**config.mk**
```make
export PLATFORM = sky130hd
export DESIGN_NAME = bms_ascii_frame_decoder
export DESIGN_NICKNAME = d
export VERILOG_FILES = /design/src/bafd_pkg.sv /design/src/bms_ascii_frame_decoder.sv
export SDC_FILE = /design/constraint.sdc
export NUM_CORES = 1
export LEC_CHECK = 0
export BUFFER_PORTS_ARGS = -buffer_cell sky130_fd_sc_hd__buf_2
export CAP_MARGIN = 20
export CORE_UTILIZATION = 50
export DETAILED_ROUTE_END_ITERATION = 7
export MAX_ROUTING_LAYER = met4
export PLACE_DENSITY = 0.69
export SLEW_MARGIN = 20
export SYNTH_ARGS = -nofsm -noshare
export SYNTH_HDL_FRONTEND = slang
export SYNTH_SLANG_ARGS = --single-unit
```
**constraint.sdc**
```tcl
create_clock -name clk -period 5.01 [get_ports clk]
set_input_delay 0.501 -clock clk [delete_from_list [all_inputs] [get_ports clk]]
set_output_delay 0.501 -clock clk [all_outputs]
set_load 0.1 [all_outputs]
```
**src/bafd_pkg.sv**
```systemverilog
// Package for the battery frame decoder: word types, frame layout constants,
// sequencer states and the hex character helpers.
// No dependencies.
package bafd_pkg;

  // Default sizes handed to the top level
  localparam int DEF_NUM_CELLS   = 14;
  localparam int DEF_FRAME_BYTES = 166;

  // Frame layout
  localparam logic [7:0] CH_START   = 8'h3A;  // ':'
  localparam logic [7:0] CH_END     = 8'h7E;  // '~'
  localparam logic [7:0] END_POS    = 8'd165;
  localparam int         CELL_BASE  = 31;
  localparam int         NUM_FIELDS = 6;

  // Field character ranges: charge, discharge, status, percent, amp-hours, capacity
  localparam logic [7:0] FIELD_FIRST [NUM_FIELDS] = '{8'd87, 8'd91, 8'd111,
                                                      8'd153, 8'd157, 8'd163};
  localparam logic [7:0] FIELD_LAST  [NUM_FIELDS] = '{8'd90, 8'd94, 8'd114,
                                                      8'd154, 8'd158, 8'd163};

  typedef struct packed {
    logic [7:0] data_byte;
    logic       first_of_frame;
  } in_word_t;

  typedef struct packed {
    logic        accepted;
    logic [3:0]  cell_index;
    logic [15:0] cell_voltage;
    logic [15:0] pack_voltage;
    logic [15:0] charge_current;
    logic [15:0] discharge_current;
    logic [15:0] status_word;
    logic [15:0] charge_percent;
    logic [15:0] charge_amp_hours;
    logic [15:0] capacity_code;
    logic        last_item;
  } out_word_t;

  typedef enum logic [1:0] {
    ST_RECV,
    ST_COMMIT,
    ST_EMIT
  } state_t;

  // Digit value of one character: ch-48 for '0'..'9', else ch-55, modulo 2^16
  function automatic logic [15:0] char_digit(input logic [7:0] ch);
    logic [15:0] d;
    if (ch >= 8'd48 && ch <= 8'd57) begin
      d = {8'd0, ch} - 16'd48;
    end else begin
      d = {8'd0, ch} - 16'd55;
    end
    return d;
  endfunction

  // Digit weighted by 16^k, modulo 2^16
  function automatic logic [15:0] char_term(input logic [7:0] ch, input logic [1:0] k);
    logic [15:0] d;
    d = char_digit(ch);
    return d << {k, 2'b00};
  endfunction

endpackage

```
**src/bms_ascii_frame_decoder.sv**
```systemverilog
// Results follow the frame-end byte (165): a rejected frame goes straight to the emit sweep,
// while an accepted one first copies pending cells to kept memory in the commit sweep.
// Throughput: one byte per cycle while in_stall is low, then one result word per cycle
// while out_stall is low; input stalls from byte 165 until the last result word is taken.
// Reset (rst, synchronous): idle past frame end; kept fields and pack are cleared,
// and kept cells read zero via per-cell valid bits.
module bms_ascii_frame_decoder #(
  parameter int NUM_CELLS   = bafd_pkg::DEF_NUM_CELLS,
  parameter int FRAME_BYTES = bafd_pkg::DEF_FRAME_BYTES
) (
  input  logic               clk,
  input  logic               rst,
  input  logic               in_valid,
  output logic               in_stall,
  input  bafd_pkg::in_word_t in_data,
  output logic               out_valid,
  input  logic               out_stall,
  output bafd_pkg::out_word_t out_data
);
  import bafd_pkg::*;

  localparam int CIW      = (NUM_CELLS > 1) ? $clog2(NUM_CELLS) : 1;
  localparam int CW       = $clog2(NUM_CELLS + 1);
  localparam int CELL_END = CELL_BASE + 4 * NUM_CELLS;

  // Sequencer state and byte tracking
  state_t      state, state_next;
  logic [7:0]  pos;
  logic        start_ok;
  logic        ok;
  logic [15:0] cell_acc;

  // Cell memories: pending is written per cell, kept has valid bits for reset zero
  logic [15:0]          pend_mem [NUM_CELLS];
  logic [15:0]          kept_mem [NUM_CELLS];
  logic [NUM_CELLS-1:0] kvalid;
  logic [15:0]          pend_rd;
  logic [15:0]          kept_rd;

  logic [15:0] pend_fields [NUM_FIELDS];
  logic [15:0] fld_next    [NUM_FIELDS];
  logic [15:0] kept_fields [NUM_FIELDS];
  logic [15:0] kept_pack;
  logic [15:0] pack_acc;

  // Commit sweep
  logic [CW-1:0]  cnt;
  logic           rd_v;
  logic [CIW-1:0] rd_i;

  // Emit sweep
  logic [CW-1:0] e;
  logic [3:0]    out_idx;

  // Byte decode
  logic           in_acc;
  logic [7:0]     pos_eff;
  logic           active;
  logic           in_cells;
  logic [7:0]     cell_off;
  logic [CIW-1:0] cell_sel;
  logic [1:0]     cell_sub;
  logic [15:0]    cell_sum;
  logic           frame_end;
  logic           end_ok;
  logic           emit_fire;
  logic           commit_done;

  assign in_acc   = in_valid && !in_stall;
  assign pos_eff  = in_data.first_of_frame ? 8'd0 : pos;
  assign active   = pos_eff < 8'(FRAME_BYTES);
  assign in_cells = (pos_eff >= 8'(CELL_BASE)) && (pos_eff < 8'(CELL_END));
  assign cell_off = pos_eff - 8'(CELL_BASE);
  assign cell_sel = cell_off[CIW+1:2];
  assign cell_sub = cell_off[1:0];
  assign cell_sum = (cell_sub == 2'd0 ? 16'd0 : cell_acc)
                    + char_term(in_data.data_byte, 2'd3 - cell_sub);
  assign frame_end   = in_acc && active && (pos_eff == END_POS);
  assign end_ok      = start_ok && (in_data.data_byte == CH_END);
  assign emit_fire   = !out_valid || !out_stall;
  assign commit_done = (cnt == CW'(NUM_CELLS));

  // Field accumulation for the current byte
  always_comb begin
    for (int i = 0; i < NUM_FIELDS; i++) begin
      fld_next[i] = pend_fields[i];
      if (pos_eff >= FIELD_FIRST[i] && pos_eff <= FIELD_LAST[i]) begin
        fld_next[i] = (pos_eff == FIELD_FIRST[i] ? 16'd0 : pend_fields[i])
                      + char_term(in_data.data_byte, 2'(FIELD_LAST[i] - pos_eff));
      end
    end
  end

  // Next state and handshake
  always_comb begin
    state_next = state;
    in_stall   = 1'b1;
    case (state)
      ST_RECV: begin
        in_stall = 1'b0;
        if (frame_end) begin
          state_next = end_ok ? ST_COMMIT : ST_EMIT;
        end
      end
      ST_COMMIT: begin
        if (commit_done) begin
          state_next = ST_EMIT;
        end
      end
      ST_EMIT: begin
        if (emit_fire && e == CW'(NUM_CELLS)) begin
          state_next = ST_RECV;
        end
      end
      default: begin
        state_next = ST_RECV;
      end
    endcase
  end

  always_ff @(posedge clk) begin
    if (rst) begin
      state <= ST_RECV;
    end else begin
      state <= state_next;
    end
  end

  // Advance position, check delimiters, accumulate fields
  always_ff @(posedge clk) begin
    if (rst) begin
      pos      <= 8'(FRAME_BYTES);
      start_ok <= 1'b0;
      ok       <= 1'b0;
      for (int i = 0; i < NUM_FIELDS; i++) begin
        pend_fields[i] <= 16'd0;
      end
    end else if (in_acc) begin
      if (in_data.first_of_frame) begin
        pos <= 8'd1;
      end else if (active) begin
        pos <= pos + 8'd1;
      end
      if (active) begin
        if (pos_eff == 8'd0) begin
          start_ok <= (in_data.data_byte == CH_START);
        end
        for (int i = 0; i < NUM_FIELDS; i++) begin
          pend_fields[i] <= fld_next[i];
        end
      end
      if (frame_end) begin
        ok <= end_ok;
      end
    end
  end

  // Build one cell value; write it at its fourth character
  always_ff @(posedge clk) begin
    if (in_acc && active && in_cells) begin
      cell_acc <= cell_sum;
      if (cell_sub == 2'd3) begin
        pend_mem[cell_sel] <= cell_sum;
      end
    end
  end

  // Pending memory read port
  always_ff @(posedge clk) begin
    if (state == ST_COMMIT && !commit_done) begin
      pend_rd <= pend_mem[cnt[CIW-1:0]];
    end
  end

  // Commit sweep: read pending, write kept in the following cycle, sum the pack
  always_ff @(posedge clk) begin
    if (rst) begin
      cnt       <= '0;
      rd_v      <= 1'b0;
      kvalid    <= '0;
      kept_pack <= 16'd0;
      for (int i = 0; i < NUM_FIELDS; i++) begin
        kept_fields[i] <= 16'd0;
      end
    end else if (state == ST_COMMIT) begin
      rd_v <= !commit_done;
      rd_i <= cnt[CIW-1:0];
      if (!commit_done) begin
        cnt <= cnt + CW'(1);
      end
      if (rd_v) begin
        kvalid[rd_i] <= 1'b1;
        pack_acc     <= pack_acc + pend_rd;
      end
      if (commit_done) begin
        kept_pack <= pack_acc + pend_rd;
        for (int i = 0; i < NUM_FIELDS; i++) begin
          kept_fields[i] <= pend_fields[i];
        end
      end
    end else begin
      cnt      <= '0;
      rd_v     <= 1'b0;
      pack_acc <= 16'd0;
    end
  end

  // Kept memory write port; reads never meet writes since the sweeps do not overlap
  always_ff @(posedge clk) begin
    if (state == ST_COMMIT && rd_v) begin
      kept_mem[rd_i] <= pend_rd;
    end
  end

  // Emit sweep: read kept cell into the output register when the slot frees
  always_ff @(posedge clk) begin
    if (state == ST_EMIT && emit_fire && e != CW'(NUM_CELLS)) begin
      kept_rd <= kvalid[e[CIW-1:0]] ? kept_mem[e[CIW-1:0]] : 16'd0;
      out_idx <= 4'(e);
    end
  end

  always_ff @(posedge clk) begin
    if (rst) begin
      e         <= '0;
      out_valid <= 1'b0;
    end else if (state == ST_EMIT) begin
      if (emit_fire) begin
        if (e != CW'(NUM_CELLS)) begin
          out_valid <= 1'b1;
          e         <= e + CW'(1);
        end else begin
          out_valid <= 1'b0;
          e         <= '0;
        end
      end
    end else begin
      e <= '0;
    end
  end

  // Output word from the held registers
  always_comb begin
    out_data.accepted          = ok;
    out_data.cell_index        = out_idx;
    out_data.cell_voltage      = kept_rd;
    out_data.pack_voltage      = kept_pack;
    out_data.charge_current    = kept_fields[0];
    out_data.discharge_current = kept_fields[1];
    out_data.status_word       = kept_fields[2];
    out_data.charge_percent    = kept_fields[3];
    out_data.charge_amp_hours  = kept_fields[4];
    out_data.capacity_code     = kept_fields[5];
    out_data.last_item         = (out_idx == 4'(NUM_CELLS - 1));
  end

endmodule

```
After elaboration in Yosys (flattened, before gate mapping):

Memory sizes are Yosys's and may differ from the RTL's. A register that Yosys moved wholly into a read port is not among the register bits.
Index checks and enable logic that the tools add are counted.

* flip-flop bits (word level): 92
* RAM bits: 640
* input bits: 13
* output and inout bits: 136
* logic and storage cells: 204
* memories kept: 4

* add/subtract/negate cells: 21
* magnitude comparators: 20
* equal/unequal tests: 20
* shifts and indexed selects: 7
* muxes and demuxes: 63
* bitwise gates (word level): 16
* reduce and logical (&&, ||, !) cells: 39

Memories
* kept_mem: words 14, width 16, rd ports 1, clocked after memory_dff 1, write ports 1, RTL line bms_ascii_frame_decoder.sv:35 `logic [15:0] kept_mem [NUM_CELLS];`
* pend_mem: words 14, width 16, rd ports 1, clocked after memory_dff 1, write ports 1, RTL line bms_ascii_frame_decoder.sv:34 `logic [15:0] pend_mem [NUM_CELLS];`
* kept_fields: words 6, width 16, rd ports 6, clocked after memory_dff 0, write ports 6, RTL line bms_ascii_frame_decoder.sv:42 `logic [15:0] kept_fields [NUM_FIELDS];`
* pend_fields: words 6, width 16, rd ports 6, clocked after memory_dff 0, write ports 6, RTL line bms_ascii_frame_decoder.sv:40 `logic [15:0] pend_fields [NUM_FIELDS];`

Operators with widths (number)
* two-way mux 16 bit: 33
* adder 16 bit: 8
* << shifter 16 x 4 -> 16 bit: 7
* == test 8 x 7 -> 1 bit, second input constant: 4
* == test 8 bit, second input constant: 4
* >= comparator 8 x 7 -> 1 bit, second input constant: 3
* >= comparator 8 bit, second input constant: 3
* <= comparator 8 x 7 -> 1 bit, second input constant: 3
* <= comparator 8 bit, second input constant: 3
* two-way mux 8 bit: 3
* logical AND 1 bit: 19
* two-way mux 1 bit: 19
* subtractor 8 x 6 -> 9 bit, second input constant: 2
* bitwise OR 14 bit: 1
* AND reduction 2 bit: 7
* subtractor 2 bit, first input constant: 7
* == test 4 bit, second input constant: 3
* bitwise OR 1 bit: 12
* < comparator 4 x 5 -> 1 bit, second input constant: 2
* adder 4 x 1 -> 4 bit, second input constant: 2
* adder 8 x 1 -> 8 bit, second input constant: 1
* == test 8 x 6 -> 1 bit, second input constant: 1
* >= comparator 8 x 5 -> 1 bit, second input constant: 1
* >= comparator 8 x 6 -> 1 bit, second input constant: 1
* 22 further kinds: 37

Longest topological paths before layout:

* depth after elaboration: 8
* mapped depth: 22
* depth with buffers taken out: 21

Worst setup path after synthesis:

OpenSTA, ideal clock, no wires.

* path type: input to register
* start point: input in_data[0] (netlist name)
* end point: register cell_acc[15] (data pin)
* setup time: 0.291 ns
* arrival time: 5.176 ns
* data required time: 4.719 ns
* setup slack: -0.458 ns
* stages: 21
* buffers on the path: 4
* path through: clkbuf_1 > nand2b_1 > clkbuf_1 > ha_1 > nand2_1 > buf_1 > buf_2 > nor2_1 > ha_1 > a21o_1 > a21oi_1 > o21bai_1 > a21oi_1 > o21bai_1 > a21oi_1 > o21bai_1 > a2111oi_0 > nor3_1 > or3_1 > a21oi_1 > xnor2_1

* word-level cells in the longest chain between the ends: 5
* elaborated cells on any way between the ends: 7
* those cells by class: add/sub (3); shift (1); mux (2); reduce/logical (1)

Ends and longest elaborated chain
* from (decl): RTL line bms_ascii_frame_decoder.sv:15 `input bafd_pkg::in_word_t in_data,`
* two-way mux 8 bit (*): RTL line bms_ascii_frame_decoder.sv:70 `assign pos_eff = in_data.first_of_frame ? 8'd0 : pos;`
* subtractor 6 x 5 -> 6 bit (*): RTL line bms_ascii_frame_decoder.sv:73 `assign cell_off = pos_eff - 8'(CELL_BASE);`
* subtractor 2 bit or zero test 2 bit (tied branches): RTL line bms_ascii_frame_decoder.sv:77, bms_ascii_frame_decoder.sv:76
* << shifter 16 x 4 -> 16 bit or two-way mux 16 bit (tied branches): RTL line bafd_pkg.sv:63, bms_ascii_frame_decoder.sv:76
* adder 16 bit (*): RTL line bms_ascii_frame_decoder.sv:77 `+ char_term(in_data.data_byte, 2'd3 - cell_sub);`
* named net cell_sum[15]: RTL line bms_ascii_frame_decoder.sv:63 `logic [15:0] cell_sum;`
* to (signal assigned): RTL line bms_ascii_frame_decoder.sv:161 `cell_acc <= cell_sum;`
* to (decl): RTL line bms_ascii_frame_decoder.sv:31 `logic [15:0] cell_acc;`

Mark *: on every way through the listed nets, which the timed path passes. The rest lies on a longest branch.
A chain may end at the register's enable or synchronous reset.

Worst setup path in the final report:

* start point: input in_data[1] (netlist name)
* end point: memory pend_mem[7][12] (data pin)

* word-level cells in the longest chain between the ends: 5
* elaborated cells on any way between the ends: 8
* those cells by class: add/sub (3); order compare (2); shift (1); mux (1); reduce/logical (1)

Ends and longest elaborated chain
* >= comparator 8 x 6 -> 1 bit or <= comparator 8 x 6 -> 1 bit (tied branches): RTL line bafd_pkg.sv:51 `if (ch >= 8'd48 && ch <= 8'd57) begin`
* logical AND 1 bit: RTL line bafd_pkg.sv:51
* two-way mux 16 bit (*): RTL line bafd_pkg.sv:51
* << shifter 16 x 4 -> 16 bit (*): RTL line bafd_pkg.sv:63 `return d << {k, 2'b00};`
* adder 16 bit (*): RTL line bms_ascii_frame_decoder.sv:77
* named net cell_sum[12]: RTL line bms_ascii_frame_decoder.sv:63
* to (decl): RTL line bms_ascii_frame_decoder.sv:34

Marks and branches as above.

==> impl_results.md <==
- Highest clock rate: 218 MHz
- Met3 wire length: 5910 um
- Clk_lat worst skew: 0.65 ns
- CP Launch Type: input port
- Crit-path max cell delay: 0.78 ns
- Unique masters post-synth: about 110
- Buf/Inv on CP: 2
- Hold Vio Cnt, Final: 0
- Largest family of logic cells by synthesized area: simple AND/OR/NAND/NOR gates
- Post-DR wirelength/cell: 23.3 um
- CTS tree: built
- Die Span Y: ~270 um
- Non-Filler Instances: approximately 3900
- Worst hold start: out_stall
- Count of flip-flops with a built-in enable after synthesis: 712
- Worst R2R End: pend_fields[5][15]$_SDFFCE_PN0P_
- Worst vdd ir: between 200 and 300 uV
- CTS Hold Bufs: 0
- Crit Path Category: in -> reg
- Gr ovfl total: 0
- Clock tree buffer depth: 3
- GP Congestion: 0.894
- Req. time, crit path: 5.32 ns
- Largest net degree at the start of global routing: slightly above 70
- Share of layout cells above drive strength 1: 0.227
- Power per cell area: between 300 and 400 nW/um2
- Met2 wire len: 43900 um
- Drc violations: 0
- Cell family with most CP delay: compound AO/OA/AOI/OAI gates
- Vias in the first global route: 22900
- Syn_area_per_cell: roughly 14 um2
- Number of routed nets with antenna violations: 0
- Ys async rst share: 0
- CTS buffer count: 80
- Hold path depth: 3
- Number of DRC markers in iteration 0: 2270
- Via count: 23200
- Final setup fails: 0
- Post-Place Cells: 3734
- Tot GR Track Use: 0.253
- WL met1: 39100 um
- Register-to-Register Path Depth: 18
- Skew final: 0.0324 ns
- Pleak: 15.0 nW
- Core ar.: about 72000 um2
- Worst path depth: 20
- Synth Area in XOR/XNOR: 0.0319
- IO Port Bufs: 148
- I/O pin total: 149
- Mapped Area: 36500 um2
- Clock tree sinks: between 700 and 800
- Final Critical Period: 4.59 ns
- Initial antenna violation count: 1
- Number of fill cells: 5573
- Die W: 272 um
- Multi-input logic area: 13500 um2
- Post-synthesis mux area share: 0.0937
- CTS clock-pin slew for the worst setup and hold paths: 0.06 ns
- Max Slew Vio Count: 0
- Sequential area share after synthesis: 0.614
- TritonRoute pass-1 iters: 6
- Slew headroom: 0.283
- Via-to-Cell Ratio: 5.97
- Simple-gate share of the synthesized area: 0.114
- CP max FO: 15
- R2R setup slack: 0.42 ns
- Max-cap violations: 0
- Synth warn: 0
- H-Tree Depth: 3
- Critical R2R Launch: pos[5]$_SDFFE_PP1P_
- First-pass GRT wire length: 138000 um
- Cell accounting for the most synthesized area: edfxtp_1
- Highest routing layer actually used: met4
- Post-cts sizing count: 0
- Root Buffer: clkbuf_16
- Routed wire length: 90500 um
- Hold Crit Class: in -> reg
- RSZ-0062 raised after global routing: no
- Top FF cell, synth: edfxtp_1
- Crit path capture type: register
- Outcome: complete, no violations
- Hold endpoint: out_valid$_SDFFE_PP0P_
- Post-synthesis adder-cell area fraction: 0.0415
- Setup TNS: 0 ns
- Die area: 74100 um2
- Synthesized instance count: ~2600
- Post-Syn Nets: 2743
- Initial Util: 0.508
- Nets: 2995
- Seq cells post-synth: 764
- Compound-Gate Fraction of Synth Area: 0.0847
- Largest cells by area after synthesis: edfxtp_1, mux4_2, ha_1, and2_1, dfxtp_1
- Sequential cell area: 22400 um2
- Post-CTS setup buffer count: 0
- Area Growth Syn to Fin: 14.5%
- Core Util, Final: 0.582
- Critical path arrival: 4.90 ns
- Crit share post-route: 0.916
- Critical-path cell list: buf_2, inv_1, ha_1, o21bai_1, a31oi_4, a21oi_2, or2_1, nor2_1, ha_1, fa_1, a21o_1, a21oi_1, o21bai_1, a21oi_1, o21bai_1, a21oi_1, o21bai_1, a21oi_1, o21ai_0, xor2_1
- Post-synth top area share: 0.585
- Rows: 98
- HPWL after DPL: 59900 um
- Worst path slowest cell: xor2_1
- Worst slew pin tran: around 1.1 ns
[cell usage in the layout (no fill, tap or decap), types with 32 or more instances in the layout]
| cell type | instances |
|---|---|
| edfxtp_1 | 712 |
| nor2_1 | 228 |
| and2_1 | 181 |
| buf_2 | 148 |
| buf_4 | 134 |
| mux4_2 | 130 |
| nand2_1 | 121 |
| ha_1 | 113 |
| a21oi_1 | 110 |
| xnor2_1 | 82 |
| clkbuf_16 | 82 |
| o21ai_0 | 67 |
| inv_1 | 58 |
| nor2b_1 | 55 |
| dfxtp_1 | 48 |
| nor3_1 | 45 |
| xor2_1 | 43 |
| a21o_1 | 38 |
| nand3_1 | 35 |
| mux2_2 | 32 |
[logic make-up after synthesis]
logic type / count (synthesis)
adders and majority gates: 120
AOI/OAI and AO/OA: 443
xor gates and xnor gates: 133
and+or+nand+nor: 803
muxes: 175
buffers and inverters: 176
DFF: 764
[worst min-delay path, cell delays in order]
cell and delay, ns:
buf_2 0.13, o21ai_0 0.09, a21oi_1 0.13
[how the worst max path moves through the flow]
stage | slack, ns | from | endpoint
after floorplan | 0.009 | in_data[0] | cell_acc[14]$_DFFE_PP_
after global placement | 0.05 | in_data[1] | pend_mem[0][15]$_DFFE_PP_
after detailed placement | -0.11 | in_data[1] | pend_mem[7][12]$_DFFE_PP_
after CTS | 0.48 | pos[5]$_SDFFE_PP1P_ | pend_fields[5][15]$_SDFFCE_PN0P_
after global routing | 0.01 | pos[5]$_SDFFE_PP1P_ | pend_fields[5][14]$_SDFFCE_PN0P_
final | 0.42 | in_data[1] | pend_mem[7][12]$_DFFE_PP_
[registers in the layout (all words and copies together) (netlist names), 96 cells and up]
| name | flops |
|---|---|
| kept_mem | 224 |
| pend_mem | 224 |
| kept_fields | 96 |
| pend_fields | 96 |
[report_power, final]
group / switching [mW] / total, mW / leakage (nW) / internal, mW
combinational: 1.51 / 2.30 / 6.63 / 0.784
sequential: 0.0773 / 7.35 / 7.10 / 7.27
clock: 2.58 / 6.08 / 1.30 / 3.51
total: 4.17 / 15.7 / 15.0 / 11.6
[routing by layer]
metal	vias to the layer above	global-route usage
li1	10500	-
met1	11700	0.347
met2	857	0.400
met3	129	0.0316
met4	0	0.0662
met5	-	-
[synth_stat cells, drive strengths merged, types with 17 or more instances]
| cell | count |
|---|---|
| dfxtp | 52 |
| mux2 | 33 |
| nor2b | 55 |
| o21bai | 20 |
| and3 | 19 |
| nor2 | 231 |
| a211oi | 24 |
| buf | 27 |
| clkbuf | 86 |
| o21ai | 79 |
| nand3 | 36 |
| xnor2 | 90 |
| mux4 | 130 |
| or2 | 18 |
| a31oi | 17 |
| xor2 | 43 |
| ha | 113 |
| and2 | 181 |
| inv | 63 |
| o21a | 17 |
| a21o | 38 |
| edfxtp | 712 |
| a21oi | 118 |
| nand2 | 122 |
| nor3 | 56 |
| nand2b | 21 |
[stage by stage]
step	hold WS, ns	power (mW)	area, um2	worst slack [ns]
after floorplan	0.406	9.08	36500	0.00940
after global placement	0.447	9.67	39100	0.0513
after detailed placement	0.456	9.74	39100	-0.106
after CTS	0.227	15.8	41800	0.485
after global routing	0.298	16.3	41800	0.0125
final	0.262	15.7	41800	0.420
[layout make-up]
type	instances	share of cell area
clock buffers	93	0.0500
well taps	950	0.0284
inverters	63	0.00589
clock inverters	54	0.0147
multi-input cells	1674	0.323
flip-flops and latches	764	0.536
diodes	1	0.0000598
repair buffers	283	0.0420
No activity file was read; power rests on OpenSTA's default activity.
